$ cat src/design/cpm_pkg.sv
package cpm_pkg;

  // Field widths
  localparam int CMD_W     = 3;
  localparam int CHANNEL_W = 2;
  localparam int ADC_W     = 10;
  localparam int TOTAL_W   = 32;
  localparam int CUR_W     = 11;
  localparam int TICKS_W   = 16;
  localparam int MAH_W     = 21;
  localparam int REM_W     = 12;
  localparam int PHASE_W   = 8;
  localparam int OVR_W     = 2;

  // Configuration port
  localparam int DATA_W = 32;
  localparam int ADDR_W = 4;
  localparam int REG_W  = 2;

  localparam logic [REG_W-1:0] REG_THRESHOLD  = 2'd0;
  localparam logic [REG_W-1:0] REG_CUTOFF     = 2'd1;
  localparam logic [REG_W-1:0] REG_FLASH_STEP = 2'd2;

  localparam logic [CUR_W-1:0]   THRESHOLD_RESET  = 11'd50;
  localparam logic [TICKS_W-1:0] CUTOFF_RESET     = 16'd180;
  localparam logic [CUR_W-1:0]   FLASH_STEP_RESET = 11'd100;

  localparam int CHANNELS_DEFAULT = 3;

  // Seconds per hour and the reciprocal used to divide by it:
  // x / 3600 = ((x >> 4) * DIV_MAGIC) >> DIV_SHIFT for every 32-bit x
  localparam logic [REM_W-1:0] SECONDS_PER_HOUR = 12'd3600;
  localparam int               DIV_PRE_SHIFT    = 4;
  localparam int               DIV_NUM_W        = TOTAL_W - DIV_PRE_SHIFT;
  localparam int               DIV_MAGIC_W      = 29;
  localparam logic [DIV_MAGIC_W-1:0] DIV_MAGIC  = 29'd305419897;
  localparam int               DIV_SHIFT        = 36;
  localparam int               DIV_PROD_W       = DIV_NUM_W + DIV_MAGIC_W;

  // Saturated total split into hours and leftover seconds
  localparam logic [TOTAL_W-1:0] TOTAL_MAX = 32'hFFFF_FFFF;
  localparam logic [MAH_W-1:0]   SAT_MAH   = 21'd1193046;
  localparam logic [REM_W-1:0]   SAT_REM   = 12'd1695;

  localparam logic [TICKS_W-1:0] TICKS_MAX   = 16'hFFFF;
  localparam logic [OVR_W-1:0]   OVR_MAX     = 2'd3;
  localparam logic [OVR_W-1:0]   OVR_RESTART = 2'd2;

  typedef enum logic [CMD_W-1:0] {
    CMD_SAMPLE   = 3'd0,
    CMD_SECOND   = 3'd1,
    CMD_BLINK    = 3'd2,
    CMD_REENABLE = 3'd3,
    CMD_CLEAR    = 3'd4,
    CMD_LOAD     = 3'd5
  } cmd_e;

  typedef struct packed {
    logic [CUR_W-1:0]   undercurrent_threshold_ma;
    logic [TICKS_W-1:0] cutoff_ticks;
    logic [CUR_W-1:0]   flash_step_ma;
  } cfg_t;

  typedef struct packed {
    logic [CMD_W-1:0]     command;
    logic [CHANNEL_W-1:0] channel;
    logic [ADC_W-1:0]     adc_sample;
    logic [TOTAL_W-1:0]   load_value;
  } item_t;

  typedef struct packed {
    logic [CHANNEL_W-1:0] out_channel;
    logic                 port_on;
    logic                 led_on;
    logic [CUR_W-1:0]     current_now;
    logic [MAH_W-1:0]     charge_mah;
    logic                 store_request;
    logic [TOTAL_W-1:0]   total_now;
  } result_t;

  // Item with its load value already split into hours and leftover seconds
  typedef struct packed {
    item_t              item;
    logic [MAH_W-1:0]   load_mah;
    logic [REM_W-1:0]   load_rem;
  } div_item_t;

endpackage

$ cat src/design/cpm_cfg_regs.sv
module cpm_cfg_regs (
  input  logic                        clk,
  input  logic                        rst,
  input  logic                        psel,
  input  logic                        penable,
  input  logic                        pwrite,
  input  logic [cpm_pkg::ADDR_W-1:0]  paddr,
  input  logic [cpm_pkg::DATA_W-1:0]  pwdata,
  output logic [cpm_pkg::DATA_W-1:0]  prdata,
  output logic                        pready,
  output cpm_pkg::cfg_t               cfg
);

  logic                       wr_en;
  logic [cpm_pkg::REG_W-1:0]  reg_sel;

  assign pready  = 1'b1;
  assign wr_en   = psel && penable && pwrite && pready;
  assign reg_sel = paddr[cpm_pkg::ADDR_W-1:2];

  // Write the addressed register in the access phase
  always_ff @(posedge clk) begin
    if (rst) begin
      cfg.undercurrent_threshold_ma <= cpm_pkg::THRESHOLD_RESET;
      cfg.cutoff_ticks              <= cpm_pkg::CUTOFF_RESET;
      cfg.flash_step_ma             <= cpm_pkg::FLASH_STEP_RESET;
    end else if (wr_en) begin
      unique case (reg_sel)
        cpm_pkg::REG_THRESHOLD:
          cfg.undercurrent_threshold_ma <= pwdata[cpm_pkg::CUR_W-1:0];
        cpm_pkg::REG_CUTOFF:
          cfg.cutoff_ticks <= pwdata[cpm_pkg::TICKS_W-1:0];
        cpm_pkg::REG_FLASH_STEP:
          cfg.flash_step_ma <= pwdata[cpm_pkg::CUR_W-1:0];
        default: ;
      endcase
    end
  end

  // Read back
  always_comb begin
    unique case (reg_sel)
      cpm_pkg::REG_THRESHOLD:  prdata = cpm_pkg::DATA_W'(cfg.undercurrent_threshold_ma);
      cpm_pkg::REG_CUTOFF:     prdata = cpm_pkg::DATA_W'(cfg.cutoff_ticks);
      cpm_pkg::REG_FLASH_STEP: prdata = cpm_pkg::DATA_W'(cfg.flash_step_ma);
      default:                 prdata = '0;
    endcase
  end

endmodule

$ cat src/design/cpm_load_div.sv
module cpm_load_div (
  input  logic                   clk,
  input  logic                   rst,
  input  logic                   item_valid,
  output logic                   item_ready,
  input  cpm_pkg::item_t         item,
  output logic                   div_valid,
  input  logic                   div_ready,
  output cpm_pkg::div_item_t     div_item
);

  typedef struct packed {
    cpm_pkg::item_t                   item;
    logic [cpm_pkg::DIV_PROD_W-1:0]   prod;
  } prod_stage_t;

  logic                            s1_valid;
  cpm_pkg::item_t                  s1;
  logic                            s2_valid;
  prod_stage_t                     s2;
  logic                            s1_ready;
  logic                            s2_ready;
  logic                            s3_ready;
  logic [cpm_pkg::DIV_NUM_W-1:0]   num;
  logic [cpm_pkg::MAH_W-1:0]       quot;
  logic [cpm_pkg::TOTAL_W-1:0]     whole;
  logic [cpm_pkg::TOTAL_W-1:0]     rem;

  // Each stage takes a word when it is empty or its word moves on
  assign s3_ready   = !div_valid || div_ready;
  assign s2_ready   = !s2_valid || s3_ready;
  assign s1_ready   = !s1_valid || s2_ready;
  assign item_ready = s1_ready;

  // Drop the factor of 16, then multiply by the reciprocal of 225 (3600 / 16)
  assign num = s1.load_value[cpm_pkg::TOTAL_W-1:cpm_pkg::DIV_PRE_SHIFT];

  // Take the quotient and form the leftover seconds
  assign quot  = s2.prod[cpm_pkg::DIV_SHIFT +: cpm_pkg::MAH_W];
  assign whole = cpm_pkg::TOTAL_W'(quot) * cpm_pkg::TOTAL_W'(cpm_pkg::SECONDS_PER_HOUR);
  assign rem   = s2.item.load_value - whole;

  always_ff @(posedge clk) begin
    if (rst) begin
      s1_valid  <= 1'b0;
      s2_valid  <= 1'b0;
      div_valid <= 1'b0;
    end else begin
      if (s1_ready) s1_valid  <= item_valid;
      if (s2_ready) s2_valid  <= s1_valid;
      if (s3_ready) div_valid <= s2_valid;
    end
  end

  always_ff @(posedge clk) begin
    if (s1_ready) s1 <= item;
    if (s2_ready) begin
      s2.item <= s1;
      s2.prod <= cpm_pkg::DIV_PROD_W'(num) * cpm_pkg::DIV_PROD_W'(cpm_pkg::DIV_MAGIC);
    end
    if (s3_ready) begin
      div_item.item     <= s2.item;
      div_item.load_mah <= quot;
      div_item.load_rem <= rem[cpm_pkg::REM_W-1:0];
    end
  end

endmodule

$ cat src/design/cpm_channel_state.sv
module cpm_channel_state #(
  parameter int CHANNELS = cpm_pkg::CHANNELS_DEFAULT
) (
  input  logic                clk,
  input  logic                rst,
  input  cpm_pkg::cfg_t       cfg,
  input  logic                div_valid,
  output logic                div_ready,
  input  cpm_pkg::div_item_t  div_item,
  output logic                result_valid,
  input  logic                result_ready,
  output cpm_pkg::result_t    result
);

  localparam int IDX_W = (CHANNELS > 1) ? $clog2(CHANNELS) : 1;
  localparam int BLINK_PROD_W = (cpm_pkg::PHASE_W - 1) + cpm_pkg::CUR_W;

  // Per-channel state
  logic [cpm_pkg::CUR_W-1:0]   current_ma         [CHANNELS];
  logic [cpm_pkg::TICKS_W-1:0] undercurrent_ticks [CHANNELS];
  logic [cpm_pkg::TOTAL_W-1:0] charge_total       [CHANNELS];
  logic [cpm_pkg::MAH_W-1:0]   charge_mah         [CHANNELS];
  logic [cpm_pkg::REM_W-1:0]   charge_rem         [CHANNELS];
  logic [cpm_pkg::MAH_W-1:0]   last_mah           [CHANNELS];
  logic [cpm_pkg::PHASE_W-1:0] blink_phase        [CHANNELS];
  logic [cpm_pkg::OVR_W-1:0]   overrun_count      [CHANNELS];
  logic                        output_enabled     [CHANNELS];
  logic                        led_lit            [CHANNELS];

  logic [cpm_pkg::CUR_W-1:0]   current_ma_next;
  logic [cpm_pkg::TICKS_W-1:0] undercurrent_ticks_next;
  logic [cpm_pkg::TOTAL_W-1:0] charge_total_next;
  logic [cpm_pkg::MAH_W-1:0]   charge_mah_next;
  logic [cpm_pkg::REM_W-1:0]   charge_rem_next;
  logic [cpm_pkg::MAH_W-1:0]   last_mah_next;
  logic [cpm_pkg::PHASE_W-1:0] blink_phase_next;
  logic [cpm_pkg::OVR_W-1:0]   overrun_count_next;
  logic                        output_enabled_next;
  logic                        led_lit_next;
  logic                        store_next;
  cpm_pkg::result_t            result_next;

  logic                        fire;
  logic                        in_range;
  logic [IDX_W-1:0]            idx;
  cpm_pkg::item_t              it;

  assign it        = div_item.item;
  assign div_ready = !result_valid || result_ready;
  assign fire      = div_valid && div_ready;
  assign in_range  = 32'(it.channel) < 32'(CHANNELS);
  assign idx       = IDX_W'(it.channel);

  // Work out the addressed channel's new state
  always_comb begin
    logic [cpm_pkg::ADC_W+1:0]     adc_x3;
    logic [cpm_pkg::CUR_W-1:0]     new_cur;
    logic [cpm_pkg::TICKS_W-1:0]   ticks_inc;
    logic [cpm_pkg::TOTAL_W:0]     total_sum;
    logic [cpm_pkg::REM_W:0]       rem_sum;
    logic [cpm_pkg::PHASE_W-1:0]   phase_inc;
    logic [BLINK_PROD_W-1:0]       flash_need;
    logic                          flash_fits;
    logic [cpm_pkg::OVR_W-1:0]     ovr_inc;

    current_ma_next         = current_ma[idx];
    undercurrent_ticks_next = undercurrent_ticks[idx];
    charge_total_next       = charge_total[idx];
    charge_mah_next         = charge_mah[idx];
    charge_rem_next         = charge_rem[idx];
    last_mah_next           = last_mah[idx];
    blink_phase_next        = blink_phase[idx];
    overrun_count_next      = overrun_count[idx];
    output_enabled_next     = output_enabled[idx];
    led_lit_next            = led_lit[idx];
    store_next              = 1'b0;

    // Scale the reading: adc * 6 / 4 = adc * 3 / 2
    adc_x3  = (cpm_pkg::ADC_W+2)'(it.adc_sample) * (cpm_pkg::ADC_W+2)'(3);
    new_cur = adc_x3[cpm_pkg::ADC_W+1:1];
    ticks_inc = (undercurrent_ticks[idx] == cpm_pkg::TICKS_MAX) ?
                undercurrent_ticks[idx] : undercurrent_ticks[idx] + 1'b1;

    total_sum = {1'b0, charge_total[idx]} + (cpm_pkg::TOTAL_W+1)'(current_ma[idx]);
    rem_sum   = {1'b0, charge_rem[idx]} + (cpm_pkg::REM_W+1)'(current_ma[idx]);

    // LED lights on an even phase while phase/2 <= current/step, i.e. (phase/2)*step <= current
    phase_inc  = blink_phase[idx] + 1'b1;
    flash_need = BLINK_PROD_W'(phase_inc[cpm_pkg::PHASE_W-1:1]) *
                 BLINK_PROD_W'(cfg.flash_step_ma);
    flash_fits = (cfg.flash_step_ma == '0) ||
                 (flash_need <= BLINK_PROD_W'(current_ma[idx]));
    ovr_inc    = (overrun_count[idx] == cpm_pkg::OVR_MAX) ?
                 overrun_count[idx] : overrun_count[idx] + 1'b1;

    case (it.command)
      cpm_pkg::CMD_SAMPLE: begin
        current_ma_next = new_cur;
        if (new_cur < cfg.undercurrent_threshold_ma) begin
          undercurrent_ticks_next = ticks_inc;
          if (ticks_inc >= cfg.cutoff_ticks) output_enabled_next = 1'b0;
        end else begin
          undercurrent_ticks_next = '0;
        end
      end
      cpm_pkg::CMD_SECOND: begin
        // Carry hours and leftover seconds along with the total
        if (total_sum[cpm_pkg::TOTAL_W]) begin
          charge_total_next = cpm_pkg::TOTAL_MAX;
          charge_mah_next   = cpm_pkg::SAT_MAH;
          charge_rem_next   = cpm_pkg::SAT_REM;
        end else begin
          charge_total_next = total_sum[cpm_pkg::TOTAL_W-1:0];
          if (rem_sum >= (cpm_pkg::REM_W+1)'(cpm_pkg::SECONDS_PER_HOUR)) begin
            charge_mah_next = charge_mah[idx] + 1'b1;
            charge_rem_next = cpm_pkg::REM_W'(rem_sum -
                              (cpm_pkg::REM_W+1)'(cpm_pkg::SECONDS_PER_HOUR));
          end else begin
            charge_rem_next = rem_sum[cpm_pkg::REM_W-1:0];
          end
        end
        if (charge_mah_next != last_mah[idx]) begin
          store_next    = 1'b1;
          last_mah_next = charge_mah_next;
        end
      end
      cpm_pkg::CMD_BLINK: begin
        blink_phase_next = phase_inc;
        led_lit_next     = 1'b0;
        if (!phase_inc[0]) begin
          if (flash_fits) begin
            led_lit_next       = 1'b1;
            overrun_count_next = '0;
          end else begin
            overrun_count_next = ovr_inc;
            if (ovr_inc >= cpm_pkg::OVR_RESTART) blink_phase_next = '0;
          end
        end
      end
      cpm_pkg::CMD_REENABLE: begin
        output_enabled_next     = 1'b1;
        led_lit_next            = 1'b1;
        undercurrent_ticks_next = '0;
      end
      cpm_pkg::CMD_CLEAR: begin
        charge_total_next = '0;
        charge_mah_next   = '0;
        charge_rem_next   = '0;
        led_lit_next      = 1'b1;
      end
      cpm_pkg::CMD_LOAD: begin
        charge_total_next = it.load_value;
        charge_mah_next   = div_item.load_mah;
        charge_rem_next   = div_item.load_rem;
      end
      default: ;
    endcase
  end

  // Build the result word; an unknown channel reports zeros beside its channel number
  always_comb begin
    result_next             = '0;
    result_next.out_channel = it.channel;
    if (in_range) begin
      result_next.port_on       = output_enabled_next;
      result_next.led_on        = led_lit_next;
      result_next.current_now   = current_ma_next;
      result_next.charge_mah    = charge_mah_next;
      result_next.store_request = store_next;
      result_next.total_now     = charge_total_next;
    end
  end

  // Commit the channel entry when the word moves into the result register
  always_ff @(posedge clk) begin
    if (rst) begin
      for (int c = 0; c < CHANNELS; c++) begin
        current_ma[c]         <= '0;
        undercurrent_ticks[c] <= '0;
        charge_total[c]       <= '0;
        charge_mah[c]         <= '0;
        charge_rem[c]         <= '0;
        last_mah[c]           <= '0;
        blink_phase[c]        <= '0;
        overrun_count[c]      <= '0;
        output_enabled[c]     <= 1'b1;
        led_lit[c]            <= 1'b1;
      end
    end else if (fire && in_range) begin
      current_ma[idx]         <= current_ma_next;
      undercurrent_ticks[idx] <= undercurrent_ticks_next;
      charge_total[idx]       <= charge_total_next;
      charge_mah[idx]         <= charge_mah_next;
      charge_rem[idx]         <= charge_rem_next;
      last_mah[idx]           <= last_mah_next;
      blink_phase[idx]        <= blink_phase_next;
      overrun_count[idx]      <= overrun_count_next;
      output_enabled[idx]     <= output_enabled_next;
      led_lit[idx]            <= led_lit_next;
    end
  end

  // Hold the result until it is taken
  always_ff @(posedge clk) begin
    if (rst) begin
      result_valid <= 1'b0;
    end else if (div_ready) begin
      result_valid <= div_valid;
    end
  end

  always_ff @(posedge clk) begin
    if (fire) result <= result_next;
  end

endmodule

$ cat src/design/charge_port_monitor.sv
// Charging-port monitor for a set of channels.
// Item channel (item_valid / item_ready / item): each word names a channel
// and a command: sample, one-second tick, blink tick, re-enable, clear total
// or load total. Result channel (result_valid / result_ready / result): one
// word per item with the channel's output and LED state, present current,
// charge total, charge in mAh and a store request on a second tick that
// moves the mAh value.
// Thresholds sit in three registers on the APB port (byte addresses 0, 4, 8).
// Pipeline: four register stages (input, product, split load value, result).
// Throughput: one item per cycle, same channel or not, while results are taken;
// the load value's split into hours runs in a pipelined reciprocal multiplier
// ahead of the channel update, which commits a channel's state as its result
// is registered, so back-to-back items see each other's state.
// Reset: all channels hold zero current and charge, output and LED on; the
// registers return to 50 mA, 180 ticks, 100 mA.
// A stalled receiver holds the result register; the stages before it keep
// filling until full, then item_ready drops.
module charge_port_monitor #(
  parameter int CHANNELS = cpm_pkg::CHANNELS_DEFAULT
) (
  input  logic                        clk,
  input  logic                        rst,
  input  logic                        psel,
  input  logic                        penable,
  input  logic                        pwrite,
  input  logic [cpm_pkg::ADDR_W-1:0]  paddr,
  input  logic [cpm_pkg::DATA_W-1:0]  pwdata,
  output logic [cpm_pkg::DATA_W-1:0]  prdata,
  output logic                        pready,
  input  logic                        item_valid,
  output logic                        item_ready,
  input  cpm_pkg::item_t              item,
  output logic                        result_valid,
  input  logic                        result_ready,
  output cpm_pkg::result_t            result
);

  cpm_pkg::cfg_t       cfg;
  logic                div_valid;
  logic                div_ready;
  cpm_pkg::div_item_t  div_item;

  cpm_cfg_regs u_cfg_regs (
    .clk     (clk),
    .rst     (rst),
    .psel    (psel),
    .penable (penable),
    .pwrite  (pwrite),
    .paddr   (paddr),
    .pwdata  (pwdata),
    .prdata  (prdata),
    .pready  (pready),
    .cfg     (cfg)
  );

  cpm_load_div u_load_div (
    .clk        (clk),
    .rst        (rst),
    .item_valid (item_valid),
    .item_ready (item_ready),
    .item       (item),
    .div_valid  (div_valid),
    .div_ready  (div_ready),
    .div_item   (div_item)
  );

  cpm_channel_state #(
    .CHANNELS (CHANNELS)
  ) u_channel_state (
    .clk          (clk),
    .rst          (rst),
    .cfg          (cfg),
    .div_valid    (div_valid),
    .div_ready    (div_ready),
    .div_item     (div_item),
    .result_valid (result_valid),
    .result_ready (result_ready),
    .result       (result)
  );

endmodule
$ cat config.mk
export PLATFORM = sky130hd
export DESIGN_NAME = charge_port_monitor
export DESIGN_NICKNAME = d
export VERILOG_FILES = /design/src/design/cpm_pkg.sv /design/src/design/cpm_cfg_regs.sv /design/src/design/cpm_load_div.sv /design/src/design/cpm_channel_state.sv /design/src/design/charge_port_monitor.sv
export SDC_FILE = /design/constraint.sdc
export NUM_CORES = 2
export LEC_CHECK = 0
export BUFFER_PORTS_ARGS = -buffer_cell sky130_fd_sc_hd__buf_2
export CORE_MARGIN = 5
export CORE_UTILIZATION = 40
export CTS_BUF_LIST = sky130_fd_sc_hd__clkbuf_8
export DETAILED_ROUTE_END_ITERATION = 12
export GPL_TIMING_DRIVEN = 0
export MAX_ROUTING_LAYER = met4
export PLACE_DENSITY = 0.54
export SLEW_MARGIN = 20
export SYNTH_ARGS = -nofsm -noshare
export SYNTH_HDL_FRONTEND = slang
export SYNTH_SLANG_ARGS = --single-unit
$ cat constraint.sdc
create_clock -name clk -period 13.9 [get_ports clk]
set_input_delay 0 -clock clk [delete_from_list [all_inputs] [get_ports clk]]
set_output_delay 0 -clock clk [all_outputs]
set_load 0.01 [all_outputs]
==> results.sh <==
export IMPL_worst_path_max_fanout=10
export IMPL_die_area_um2=137000
export IMPL_pin_count=194
export IMPL_via_per_inst=5.13
export IMPL_critPathMaxStageDelay_ns=0.91
export IMPL_crit_path_frequent_cell="buf_2"
export IMPL_dp_hpwl_um=112000
export IMPL_place_inst=6448
export IMPL_slew_violations=0
export IMPL_multi_input_area_um2=25500
export IMPL_power_leakage_nw=26.1
export IMPL_setup_tns_ns=0
export IMPL_vias=35100
export IMPL_path_class="flip-flop to flip-flop"
export IMPL_final_area_um2=59900
export IMPL_die_height_um=370
export IMPL_cp_start_kind="flip-flop"
export IMPL_critPathArrivalTime_ns=13.39
export IMPL_grt_max_degree=52
export IMPL_cts_htree_levels=4
export IMPL_grt_pass1_vias=36900
export IMPL_final_setup_viol_count=0
export IMPL_cap_violations=0
export IMPL_finalCritPeriodShare_pct=91.5
export IMPL_grt_first_pass_wirelength_um=225000
export IMPL_rsz0062_at_grt="no"
export IMPL_grtUsageTotal_pct=22.5
export IMPL_hold_viol=0
export IMPL_rr_endpoint="u_channel_state.blink_phase[1][3]"
export IMPL_ant_nets=0
export IMPL_ir_drop_mv=0.748
export IMPL_syn_to_final_growth_pct=15.3
export IMPL_ys_types=92
export IMPL_max_freq_ghz=0.0786
export IMPL_synth_edff_count=754
export IMPL_grt_ovfl_total=0
export IMPL_yosys_warnings=0
export IMPL_die_width_um=370
export IMPL_status="finished clean"
export IMPL_skew_ns=0.0386
export IMPL_drc=0
export IMPL_numCtsBuffers=136
export IMPL_end_kind="flip-flop"
export IMPL_synth_top_cells_by_count="edfxtp_1, inv_1, nor2_1, ha_1, fa_1"
export IMPL_p_total_mw=10.8
export IMPL_drt_wirelength_per_cell_um=21.7
export IMPL_root_buffer="clkbuf_8"
export IMPL_postSynthAreaPerCell_um2=11.8
export IMPL_layout_drive_gt1_share_pct=10.8
export IMPL_r2r_slack_ns=1.18
export IMPL_start_util_pct=40.2
export IMPL_cpMaxStageDelayCell="clkbuf_1"
export IMPL_place_ws_ns=1.01
export IMPL_finalWirelength_um=149000
export IMPL_clockBufferDepth=3
export IMPL_cts_tree="done"
export IMPL_nNetsFinal=5855
export IMPL_firstDrtPassIters=7
export IMPL_instances_no_fill=6845
export IMPL_holdPathEnd="u_cfg_regs.cfg[11]"
export IMPL_ys_async_sr_fraction_pct=0
export IMPL_min_delay_start="pwrite"
export IMPL_cts_setup_buffers=0
export IMPL_syn_cell_area_um2=51900
export IMPL_yosysMostFrequentCell="edfxtp_1"
export IMPL_hold_depth=5
export IMPL_yosysTopAreaCellShare_pct=43.6
export IMPL_globalplace_congestion=0.943
export IMPL_synth_seq_cells=804
export IMPL_yosysTopAreaCell="edfxtp_1"
export IMPL_antenna_found_initial=3
export IMPL_hold_class="input pin to flip-flop"
export IMPL_clock_sinks=804
export IMPL_synth_flop_cell="edfxtp_1"
export IMPL_clkLatencyLatePin_ns=0.85
export IMPL_fin_util_pct=46.3
export IMPL_port_buffer_count=156
export IMPL_p_per_area_nw_per_um2=180
export IMPL_core_um2=129000
export IMPL_yosys_top_cells_area="edfxtp_1, fa_1, ha_1, mux4_2, inv_1"
export IMPL_num_fill_cells=12100
export IMPL_dpl_cell_area_um2=55800
export IMPL_hold_ws_ns=0.128
export IMPL_path_clk_slew_ns=0.06
export IMPL_worst_pin_slew_ns=1.14
export IMPL_drt_initial_drc_count=2339
export IMPL_min_period_ns=12.72
export IMPL_reg2reg_depth=42
export IMPL_relSlewSlack_pct=23.7
export IMPL_syn_inst=4395
export IMPL_rows=132
export IMPL_final_seq_area_um2=23600
export IMPL_synth_seq_area_share_pct=45.5
export IMPL_worst_slack_ns=1.18
export IMPL_required_ns=14.57
-- placed cells by master, fill, tap and decap left out, types with 39 or more instances in the layout --
cell           Yosys  layout
a21o_1            64      64
a21oi_1          189     189
and2_1            63      63
buf_2             12     169
clkbuf_1         125     123
clkbuf_8           0     138
conb_1             2     142
dfxtp_1           50      50
dlygate4sd3_1      0     156
edfxtp_1         754     754
fa_1             319     319
ha_1             446     446
inv_1            665     701
mux2i_1           56      56
mux4_2           123     123
nand2_1          211     210
nand3_1           47      46
nor2_1           591     589
o21ai_0           91      91
xnor2_1           68      68
xor2_1            39      39
-- final cells by class --
class                   count  share of cell area, %
multi-input cells        2884                   42.6
flip-flops and latches    804                   39.5
repair buffers            327                   4.46
inverters                 666                   4.18
well taps                1742                   3.64
clock buffers             138                   3.17
plain buffers             181                   1.46
clock inverters           101                   1.05
diodes                      2                0.00835
-- kinds of logic after synthesis --
| group | count (synthesis) | share of synthesized area (%) |
|---|---|---|
| simple gates | 1135 | 9.73 |
| buf+inv | 847 | 6.49 |
| flops | 804 | 45.5 |
| fa+ha+maj | 765 | 23.0 |
| compound gates | 548 | 6.83 |
| mux | 187 | 6.58 |
| xor+xnor | 107 | 1.80 |
| other cells | 2 | 0.0145 |
-- sequential cells by signal (all words and copies together), names as in the netlist, 4 cells and up, named ones only --
signal	cells
u_load_div.div_item	76
u_cfg_regs.cfg	38
u_load_div.quot	21
u_channel_state.undercurrent_ticks	64
u_channel_state.current_ma	44
u_channel_state.result	69
u_channel_state.last_mah	84
u_channel_state.blink_phase	32
u_channel_state.led_lit	4
u_channel_state.overrun_count	8
u_load_div.s2	47
u_channel_state.charge_rem	48
u_channel_state.charge_mah	84
u_load_div.s1	19
u_load_div.num	28
u_channel_state.charge_total	128
u_channel_state.output_enabled	4
-- worst max-delay path by stage --
stage                   start                           endpoint  cells past startpoint
floorplan           flip-flop  u_channel_state.blink_phase[0][1]                     43
CTS                 flip-flop  u_channel_state.blink_phase[2][4]                     42
global placement    flip-flop  u_channel_state.blink_phase[1][2]                     42
detailed placement  flip-flop  u_channel_state.blink_phase[0][1]                     42
finish              flip-flop  u_channel_state.blink_phase[1][3]                     42
global route        flip-flop  u_channel_state.blink_phase[1][3]                     42
-- critical path, delay by kind of cell, from the launching register on --
kind            cells  cell delay (ns)
buf+inv            15             5.43
xor+xnor            1             0.33
simple gates       10             1.70
fa+ha+maj           6             2.69
mux                 1             0.48
flops               1             0.30
compound gates      9             1.55
-- report_power, final --
group / total, mW / internal, mW / switching, mW
logic: 5.70 / 2.42 / 3.28
clock network: 2.03 / 1.03 / 1.00
registers: 3.06 / 2.95 / 0.109
-- per-layer routing --
metal / GRT usage, % / vias to the layer above / part of all wire [%]
li1: - / 16200 / -
met1: 27.4 / 17600 / 41
met2: 39.4 / 963 / 51
met3: 2.88 / 279 / 4.7
met4: 6.70 / 0 / 3.1
met5: - / - / 0
-- repair_timing --
item,CTS,global route
hold buffers,156,0
resized for setup,0,0
setup endpoints to repair,0,0
endpoints found under the hold margin,101,0
Power figures use the tool's default switching activity.
